--- src/hdl/ttm_pkg.sv ---
// Shared types and codes for the task timeout manager.
package ttm_pkg;
    localparam int NumTasksDefault = 16;
    localparam int SlotW = 4;
    localparam int TickW = 32;

    localparam logic [1:0] ACT_TICK    = 2'd0;
    localparam logic [1:0] ACT_INSERT  = 2'd1;
    localparam logic [1:0] ACT_REMOVE  = 2'd2;
    localparam logic [1:0] ACT_SUSPEND = 2'd3;

    localparam logic [1:0] REP_ACK     = 2'd0;
    localparam logic [1:0] REP_EXPIRED = 2'd1;
    localparam logic [1:0] REP_NONE    = 2'd2;
    localparam logic [1:0] REP_ERROR   = 2'd3;

    localparam logic [1:0] ST_READY     = 2'd0;
    localparam logic [1:0] ST_SUSPENDED = 2'd1;
    localparam logic [1:0] ST_UNCHANGED = 2'd2;

    typedef struct packed {
        logic [1:0]       action;
        logic [SlotW-1:0] slot;
        logic [TickW-1:0] delay;
        logic             blocked;
        logic             pending;
        logic             suspended;
        logic             bad_slot;
    } cmd_t;
endpackage

--- src/hdl/task_timeout_manager_unit.sv ---
// Top level of the task timeout manager.
// Requests pass a two-entry queue to the back end. A non-tick request is taken when the
// output register is free and gives one result in the next cycle. A tick first latches
// the set of slots due at the new count, then gives one result per expired task in
// ascending slot order (or a single "none expired" result), each held as long as the
// result register waits on m_tready.
module task_timeout_manager_unit #(
    parameter int NUM_TASKS = ttm_pkg::NumTasksDefault
) (
    input  logic        aclk,
    input  logic        aresetn,
    input  logic        s_tvalid,
    output logic        s_tready,
    // action[1:0]
    input  logic [1:0]  s_tuser,
    // task_req[3:0], delay[35:4], blocked[36], pending_object[37], suspended[38], zero fill
    input  logic [39:0] s_tdata,
    output logic        m_tvalid,
    input  logic        m_tready,
    // report[1:0]
    output logic [1:0]  m_tuser,
    // task_slot[3:0], new_state[5:4], timed_out[6], detach_pending[7], tick_count[39:8]
    output logic [39:0] m_tdata,
    output logic        m_tlast
);
    logic          q_valid, q_ready;
    ttm_pkg::cmd_t q_cmd;

    ttm_front #(.NUM_TASKS(NUM_TASKS)) u_front (
        .aclk, .aresetn, .s_tvalid, .s_tready, .s_tuser, .s_tdata,
        .q_valid, .q_ready, .q_cmd
    );

    ttm_back #(.NUM_TASKS(NUM_TASKS)) u_back (
        .aclk, .aresetn, .q_valid, .q_ready, .q_cmd,
        .m_tvalid, .m_tready, .m_tuser, .m_tdata, .m_tlast
    );
endmodule

--- src/hdl/ttm_front.sv ---
// Front end: accepts requests, checks the slot range, feeds a two-entry queue.
module ttm_front #(
    parameter int NUM_TASKS = ttm_pkg::NumTasksDefault
) (
    input  logic               aclk,
    input  logic               aresetn,
    input  logic               s_tvalid,
    output logic               s_tready,
    input  logic [1:0]         s_tuser,
    input  logic [39:0]        s_tdata,
    output logic               q_valid,
    input  logic               q_ready,
    output ttm_pkg::cmd_t      q_cmd
);
    ttm_pkg::cmd_t fifo_reg [2];
    logic          wr_ptr_reg, wr_ptr_next, rd_ptr_reg, rd_ptr_next;
    logic [1:0]    cnt_reg, cnt_next;
    ttm_pkg::cmd_t in_cmd;
    logic          push, pop;

    always_comb begin
        in_cmd.action    = s_tuser;
        in_cmd.slot      = s_tdata[3:0];
        in_cmd.delay     = s_tdata[35:4];
        in_cmd.blocked   = s_tdata[36];
        in_cmd.pending   = s_tdata[37];
        in_cmd.suspended = s_tdata[38];
        in_cmd.bad_slot  = ({1'b0, s_tdata[3:0]} >= 5'(NUM_TASKS > 16 ? 16 : NUM_TASKS))
                           && (NUM_TASKS < 16);
    end

    assign s_tready = (cnt_reg != 2'd2);
    assign push = s_tvalid && s_tready;
    assign q_valid = (cnt_reg != 2'd0);
    assign pop = q_valid && q_ready;
    assign q_cmd = fifo_reg[rd_ptr_reg];

    always_comb begin
        wr_ptr_next = push ? ~wr_ptr_reg : wr_ptr_reg;
        rd_ptr_next = pop ? ~rd_ptr_reg : rd_ptr_reg;
        cnt_next = cnt_reg + 2'(push) - 2'(pop);
    end

    always_ff @(posedge aclk) begin
        if (!aresetn) begin
            wr_ptr_reg <= 1'b0;
            rd_ptr_reg <= 1'b0;
            cnt_reg <= 2'd0;
        end else begin
            wr_ptr_reg <= wr_ptr_next;
            rd_ptr_reg <= rd_ptr_next;
            cnt_reg <= cnt_next;
        end
    end

    always_ff @(posedge aclk) begin
        if (push) fifo_reg[wr_ptr_reg] <= in_cmd;
    end
endmodule

--- src/hdl/ttm_back.sv ---
// Back end: slot state, tick count and the expiry sequencer.
module ttm_back #(
    parameter int NUM_TASKS = ttm_pkg::NumTasksDefault
) (
    input  logic          aclk,
    input  logic          aresetn,
    input  logic          q_valid,
    output logic          q_ready,
    input  ttm_pkg::cmd_t q_cmd,
    output logic          m_tvalid,
    input  logic          m_tready,
    output logic [1:0]    m_tuser,
    output logic [39:0]   m_tdata,
    output logic          m_tlast
);
    // only slots 0..15 are reachable through the 4-bit slot field
    localparam int NS = (NUM_TASKS > 16) ? 16 : NUM_TASKS;
    localparam int IW = $clog2(NS);

    localparam logic S_IDLE = 1'b0;
    localparam logic S_SCAN = 1'b1;

    logic                      state_reg, state_next;
    logic [ttm_pkg::TickW-1:0] tick_reg, tick_next;
    logic [ttm_pkg::TickW-1:0] match_reg [NS];
    logic [NS-1:0] wait_reg, wait_next, blk_reg, blk_next, pend_reg, pend_next;
    logic [NS-1:0] susp_reg, susp_next, due_reg, due_next;

    logic          ovalid_reg, ovalid_next;
    logic [1:0]    ouser_reg, ouser_next;
    logic [39:0]   odata_reg, odata_next;
    logic          olast_reg, olast_next;

    logic                      out_free;
    logic                      mt_we;
    logic [IW-1:0]             req_idx;
    logic [ttm_pkg::TickW-1:0] tick_inc;
    logic [NS-1:0]             due_now, due_rest;
    logic [IW-1:0]             sel;

    assign out_free = !ovalid_reg || m_tready;
    assign m_tvalid = ovalid_reg;
    assign m_tuser  = ouser_reg;
    assign m_tdata  = odata_reg;
    assign m_tlast  = olast_reg;
    assign req_idx  = q_cmd.slot[IW-1:0];
    assign tick_inc = tick_reg + 1'b1;

    function automatic logic [39:0] pack(input logic [3:0] slot, input logic [1:0] st,
                                         input logic tmo, input logic det,
                                         input logic [31:0] tk);
        pack = {tk, det, tmo, st, slot};
    endfunction

    // slots that expire on the incoming tick
    always_comb begin
        for (int i = 0; i < NS; i++)
            due_now[i] = wait_reg[i] && (match_reg[i] == tick_inc);
    end

    // lowest due slot goes out first; last when nothing is left behind it
    always_comb begin
        sel = '0;
        for (int i = NS - 1; i >= 0; i--)
            if (due_reg[i]) sel = IW'(i);
        due_rest = due_reg & ~(NS'(1) << sel);
    end

    always_comb begin
        state_next = state_reg;
        tick_next = tick_reg;
        wait_next = wait_reg;
        blk_next = blk_reg;
        pend_next = pend_reg;
        susp_next = susp_reg;
        due_next = due_reg;
        ovalid_next = ovalid_reg && !m_tready;
        ouser_next = ouser_reg;
        odata_next = odata_reg;
        olast_next = olast_reg;
        q_ready = 1'b0;
        mt_we = 1'b0;
        case (state_reg)
            S_IDLE: begin
                if (q_valid && out_free) begin
                    q_ready = 1'b1;
                    if (q_cmd.action == ttm_pkg::ACT_TICK) begin
                        tick_next = tick_inc;
                        due_next = due_now;
                        state_next = S_SCAN;
                    end else begin
                        ovalid_next = 1'b1;
                        olast_next = 1'b1;
                        ouser_next = ttm_pkg::REP_ACK;
                        odata_next = pack(q_cmd.slot, ttm_pkg::ST_UNCHANGED, 1'b0, 1'b0,
                                          tick_reg);
                        if (q_cmd.bad_slot) begin
                            ouser_next = ttm_pkg::REP_ERROR;
                        end else begin
                            case (q_cmd.action)
                                ttm_pkg::ACT_INSERT: begin
                                    if (q_cmd.delay != '0) begin
                                        mt_we = 1'b1;
                                        wait_next[req_idx] = 1'b1;
                                        blk_next[req_idx] = q_cmd.blocked;
                                        pend_next[req_idx] = q_cmd.pending;
                                    end
                                end
                                ttm_pkg::ACT_REMOVE: begin
                                    if (!wait_reg[req_idx]) begin
                                        ouser_next = ttm_pkg::REP_ERROR;
                                    end else begin
                                        wait_next[req_idx] = 1'b0;
                                        blk_next[req_idx] = 1'b0;
                                        pend_next[req_idx] = 1'b0;
                                    end
                                end
                                default: susp_next[req_idx] = q_cmd.suspended;
                            endcase
                        end
                    end
                end
            end
            S_SCAN: begin
                // one result per cycle; stalls while the output register is full and m_tready is low
                if (out_free) begin
                    ovalid_next = 1'b1;
                    if (due_reg == '0) begin
                        ouser_next = ttm_pkg::REP_NONE;
                        odata_next = pack('0, ttm_pkg::ST_UNCHANGED, 1'b0, 1'b0, tick_reg);
                        olast_next = 1'b1;
                        state_next = S_IDLE;
                    end else begin
                        ouser_next = ttm_pkg::REP_EXPIRED;
                        odata_next = pack(ttm_pkg::SlotW'(sel),
                                          susp_reg[sel] ? ttm_pkg::ST_SUSPENDED
                                                        : ttm_pkg::ST_READY,
                                          blk_reg[sel], blk_reg[sel] && pend_reg[sel],
                                          tick_reg);
                        olast_next = (due_rest == '0);
                        due_next = due_rest;
                        wait_next[sel] = 1'b0;
                        blk_next[sel] = 1'b0;
                        pend_next[sel] = 1'b0;
                        if (due_rest == '0) state_next = S_IDLE;
                    end
                end
            end
            default: state_next = S_IDLE;
        endcase
    end

    always_ff @(posedge aclk) begin
        if (!aresetn) begin
            state_reg <= S_IDLE;
            tick_reg <= '0;
            wait_reg <= '0;
            blk_reg <= '0;
            pend_reg <= '0;
            susp_reg <= '0;
            due_reg <= '0;
            ovalid_reg <= 1'b0;
        end else begin
            state_reg <= state_next;
            tick_reg <= tick_next;
            wait_reg <= wait_next;
            blk_reg <= blk_next;
            pend_reg <= pend_next;
            susp_reg <= susp_next;
            due_reg <= due_next;
            ovalid_reg <= ovalid_next;
        end
    end

    always_ff @(posedge aclk) begin
        ouser_reg <= ouser_next;
        odata_reg <= odata_next;
        olast_reg <= olast_next;
        if (mt_we)
            match_reg[req_idx] <= tick_reg + q_cmd.delay;
    end
endmodule

--- config.mk ---
export PLATFORM = sky130hd
export DESIGN_NAME = task_timeout_manager_unit
export DESIGN_NICKNAME = d
export VERILOG_FILES = /design/src/hdl/ttm_pkg.sv /design/src/hdl/task_timeout_manager_unit.sv /design/src/hdl/ttm_front.sv /design/src/hdl/ttm_back.sv
export SDC_FILE = /design/constraint.sdc
export NUM_CORES = 1
export LEC_CHECK = 0
export ABC_AREA = 0
export BUFFER_PORTS_ARGS = -buffer_cell sky130_fd_sc_hd__buf_2
export CAP_MARGIN = 25
export CELL_PAD_IN_SITES_DETAIL_PLACEMENT = 0
export CELL_PAD_IN_SITES_GLOBAL_PLACEMENT = 1
export CORE_MARGIN = 3
export CORE_UTILIZATION = 35
export CTS_CLUSTER_SIZE = 16
export DETAILED_ROUTE_END_ITERATION = 16
export GPL_ROUTABILITY_DRIVEN = 0
export PLACE_DENSITY = 0.67
export SLEW_MARGIN = 0
export SYNTH_ARGS = -nofsm -noshare
export SYNTH_HDL_FRONTEND = slang
export SYNTH_SLANG_ARGS = --single-unit
--- constraint.sdc ---
create_clock -name aclk -period 6.3 [get_ports aclk]
set_input_delay 0 -clock aclk [delete_from_list [all_inputs] [get_ports aclk]]
set_output_delay 0 -clock aclk [all_outputs]
set_load 0.005 [all_outputs]
Yosys cells after proc, flatten, opt, wreduce, memory -nomap -nowiden
Memories as Yosys holds them, arrays and structs flattened. A register that Yosys moved wholly into a read port is not among the register bits.
Index checks and enable logic that the tools add are counted.
{"block": "op_classes", "addsub": 4, "n_lt_le_gt_ge": 4, "eq_ne": 28, "shift": 1, "muxes": 106, "n_bitwise": 17, "reduce_logical": 37}
{"op": "equality test 32 bit", "count": 16}
{"op": "two-way mux 16 bit", "count": 25}
{"op": "one-hot mux 16 bit (2 select lines)", "count": 7}
{"op": "two-way mux 40 bit", "count": 3}
{"op": "AND 16 bit", "count": 7}
{"op": "one-hot mux 40 bit (2 select lines)", "count": 1}
{"op": "two-way mux 4 bit", "count": 16}
{"op": "bitwise mux 16 bit", "count": 3}
{"op": "NOT 16 bit", "count": 3}
{"op": "two-way mux 1 bit", "count": 33}
{"op": "adder 32 x 1 -> 32 bit (second input constant)", "count": 1}
{"op": "adder 32 bit", "count": 1}
{"op": "zero test 16 bit", "count": 2}
{"op": "nonzero test 32 bit", "count": 1}
{"op": "logical AND 1 bit", "count": 23}
{"op": "binary-select mux 1 bit (select 4 bit)", "count": 4}
{"op": "bitwise OR 16 bit", "count": 1}
{"op": "<< shifter 1 x 4 -> 16 bit (first input constant)", "count": 1}
{"op": "two-way mux 2 bit", "count": 7}
{"op": "< comparator 4 x 5 -> 1 bit (second input constant)", "count": 2}
{"op": "!= test 2 bit (second input constant)", "count": 5}
{"op": "demux 1 bit (select 4 bit)", "count": 2}
{"op": ">= comparator 4 x 1 -> 1 bit (second input constant)", "count": 2}
{"op": "two-way mux 8 bit", "count": 1}
{"op": "20 further kinds", "count": 30}
{"block": "word_totals", "register_bits": 161, "ram_bits": 594, "inputBits": 46, "output_inout_bits": 45, "word_cells": 213, "mem_count": 2}
{"memory": "u_back.match_reg", "words": 16, "word_bits": 32, "read_ports": 16, "rd_clocked_by_memory_dff": 0, "wr": 1, "line": "ttm_back.sv:25", "source": "logic [ttm_pkg::TickW-1:0] match_reg [NS];"}
{"memory": "u_front.fifo_reg", "words": 2, "word_bits": 41, "read_ports": 1, "rd_clocked_by_memory_dff": 1, "wr": 1, "line": "ttm_front.sv:15", "source": "ttm_pkg::cmd_t fifo_reg [2];"}

Longest topological paths before layout
{"block": "logic_depth", "word_depth": 25, "depth_mapped": 19, "mapped_depth_nobuf": 14}

Cells and area by module
A second synthesis with hierarchy kept.
{"block": "unflattened", "cells_unflattened": 2662, "hier_area_um2": 34739.6}
{"mod": "ttm_back", "n_inst": 1, "cells_per_inst": 2508, "area_each_um2": 31327.5, "seq_area_each_um2": 18948.2}
{"mod": "ttm_front", "n_inst": 1, "cells_per_inst": 154, "area_each_um2": 3412.0, "seq_area_each_um2": 2562.5}

Worst setup path before layout
No wires, ideal clock.
{"block": "synth_path", "kind": "register -> register", "start": "register with a tool-made name", "end": "register with a tool-made name", "setup_ns": 0.128, "arrival_time_ns": 5.437, "required_time_ns": 6.172, "path_slack_ns": 0.736, "stages_incl_launch_ff": 17, "path_buffers": 7, "period_less_slack_ns": 5.564, "cell_sequence": "dfxtp_1 > buf_6 > buf_2 > buf_6 > buf_2 > buf_1 > buf_1 > mux2i_1 > ha_1 > nor2_1 > nor2_1 > nor2_1 > nand4_2 > buf_6 > or2_2 > a22oi_1 > nor2_1"}

==> results.toml <==
[outcome]
outcome = "complete, no violations"

[worst_hold_path]
hp-class = "in -> reg"

[layout]
multi_input_area_um2 = 13100
nFillCells = 9030
final_layout_size_suffix_gt1_frac = 0.152
fin_area_um2 = 40700
area_growth_pct = 16.1
seq_area_um2 = 21500
largest_register_ffs = 512
nets = 2975

[sta]
fin_setup_tns_ns = 0
clock.fmax_mhz = 193
final-hold-violation-count = 0
max_slew.worst_pin.slew_ns = 1.12
maxSlewHeadroom = 0.254
min_period_over_period = 0.822
finClkSkew_ns = 0.0589
rsz0062_at_grt = "no"
fin_crit_ns = 5.18
finalSetupViolations = 0
slew_viol_final = 0

[synthesis]
synth_area_leaders = "edfxtp_1 (55%), xnor2_1 (7.9%), dfxtp_1 (6.8%), xor2_1 (6.1%), a21oi_1 (1.7%)"
synth_area_um2 = 35100
synth_top_cell_area_share = 0.545
ys_warn_count = 0
synth_fp_nets = 2772
synthDistinctLibCells = 93
syn_inst = 2688
synthArstFlopShare = 0
synth-edff-count = 637
synth_top_area_cell = "edfxtp_1"
synth_seq_cells = 756
syn_area_per_cell_um2 = 13.0
synth_ff_type = "edfxtp_1"
synth-seq-area-share = 0.613

[global_route]
first_global_vias = 22400
grt_start_max_net_pins = 70
grt_overflow = 0
track_usage = 0.198
antenna_found_initial = 2
grt_pass1_wl_um = 153000

[setup_path]
cp.arrival_ns = 5.59
endpoint_kind = "flop"
max_stage_delay_ns = 0.70
path_cells = "buf_4 > mux2i_1 > inv_1 > ha_1 > inv_1 > fa_1 > nor2b_1 > o31a_1 > o21ai_0 > a21o_1 > o221ai_1 > o41a_1 > a41o_1 > o41ai_1 > xnor2_1 > buf_4"
critPathKind = "reg -> reg"
slowest_stage = "dfxtp_2"
path_buf_inv = 4
crit_path_start_kind = "flop"
cp_max_fo = 36
path_delay_family = "compound AO/OA/AOI/OAI gates"
critPathRequiredTime_ns = 6.71

[route]
wl_per_cell_um = 24.7
post-route-drc-count = 0
wl_um = 105000
vias = 23100
vias_per_cell = 5.45
dr.pass1.iters = 8
dr.first_iter.drc_count = 2181
ant_nets = 0

[die]
core_um2 = 98900
die_area_um2 = 104000
die_w_um = 323
start_util = 0.355
rows = 115
dieHeight_um = 323
pin_count = 91

[flow_run]
max-cap-violations = 0

[clock_tree]
cts_setup_buffers = 0
tritoncts = "done"
cts_root_buf = "clkbuf_16"
clk_latency_ns = 0.66
h-tree-depth = 3
clk_path_buf_depth = 3
clkSinkCount = 756
cts.hold.buffers_added = 44
cts_made_buffers = 81
cts_resized = 0
clkTransAtPathRegs_ns = 0.06

[power]
leakagePower_uw = 0.0131
vdd_drop_max_mv = 0.239
cellPowerDensity_nw_per_um2 = 328

[placed_design]
dp_hpwl_um = 71400
io_buffer_count = 89
place_area_um2 = 37600
-- path summary, 6_finish.rpt --
check | from | slack, ns | endpoint | cells after the start
worst min register to register | u_back.pend_reg[15] | 0.48 | u_back.pend_reg[15] | 1
worst max-delay path | flop | 1.12 | u_back.match_reg[12][30] | 16
worst max register to register | flop | 1.12 | u_back.match_reg[12][30] | 16
worst min-delay path | s_tdata[7] | 0.07 | u_front.fifo_reg[1][6] | 2
-- layer usage --
metal,GRT usage,share of wire,vias up
li1,-,-,10400
met1,0.275,0.43,11800
met2,0.326,0.48,782
met3,0.0241,0.057,178
met4,0.0612,0.031,0
met5,0,0,-
-- synth_stat cells, types with 12 or more instances --
master	number
or3_1	19
nor2_1	137
nor4_1	71
clkbuf_1	52
a22oi_1	16
xnor2_1	317
edfxtp_1	637
a2111oi_0	12
nand2_1	141
nor2b_1	12
nand3_1	65
a211oi_1	27
nand4_1	70
mux2i_1	29
buf_2	44
xor2_1	245
xnor2_2	12
o2111ai_1	12
a21o_1	15
inv_1	31
and3_1	16
nand2b_1	20
ha_1	37
dfxtp_1	119
o21ai_0	84
a21oi_1	117
mux2_2	37
nor3_1	64
-- metrics by stage --
step	hold slack, ns	std cells	power (uW)	worst slack (ns)	utilization
floorplan	0.0989	2688	7660	0.736	-
global placement	0.190	4035	8730	1.40	0.379
detailed placement	0.193	4042	8810	1.26	0.380
CTS	0.0320	4228	13400	1.20	0.410
global route	0.0495	4237	13800	0.859	0.412
finish	0.0696	4238	13300	1.12	0.412
-- report_power, final --
part / switching (uW) / total (uW) / internal (uW)
clock: 2060 / 4600 / 2540
sequential: 137 / 6280 / 6150
combinational: 1730 / 2460 / 724
-- area by class of cell --
| class | count | share of cell area |
|---|---|---|
| Sequential cell | 756 | 0.528 |
| Multi-Input combinational cell | 1778 | 0.322 |
| Clock buffer | 98 | 0.0519 |
| Timing Repair Buffer | 243 | 0.0449 |
| Tap cell | 1287 | 0.0396 |
| Clock inverter | 44 | 0.0107 |
| Inverter | 31 | 0.00289 |
| Antenna cell | 1 | 0.0000615 |
-- kinds of logic (layout without fill, tap and decap cells) --
logic type | count (synthesis) | count (layout) | share of synthesized area
xor+xnor | 584 | 584 | 0.151
compound gates | 406 | 406 | 0.0758
fa+ha+maj | 38 | 38 | 0.0138
buf+inv | 154 | 416 | 0.0208
other cells | 0 | 1 | 0
mux | 70 | 70 | 0.0223
flops | 756 | 756 | 0.613
simple gates | 680 | 680 | 0.103
-- worst reg2reg max path, delay by kind of cell, from the launching register on --
kind | cells | cell delay, ns
flip-flops | 1 | 0.70
XOR/XNOR | 1 | 0.18
AO/OA/AOI/OAI | 7 | 2.18
AND/OR/NAND/NOR | 1 | 0.08
adder cells (fa/ha/maj) | 2 | 0.45
multiplexers | 1 | 0.32
buffers and inverters | 4 | 1.00
-- placed cells by master, fill, tap and decap left out, drive strengths merged, types with 74 or more instances in the layout --
| cell | instances |
|---|---|
| a21oi | 117 |
| buf | 199 |
| clkbuf | 98 |
| dfxtp | 119 |
| edfxtp | 637 |
| nand2 | 143 |
| nand4 | 74 |
| nor2 | 141 |
| nor4 | 74 |
| o21ai | 88 |
| xnor2 | 330 |
| xor2 | 254 |
No activity file was read; power rests on OpenSTA's default activity.
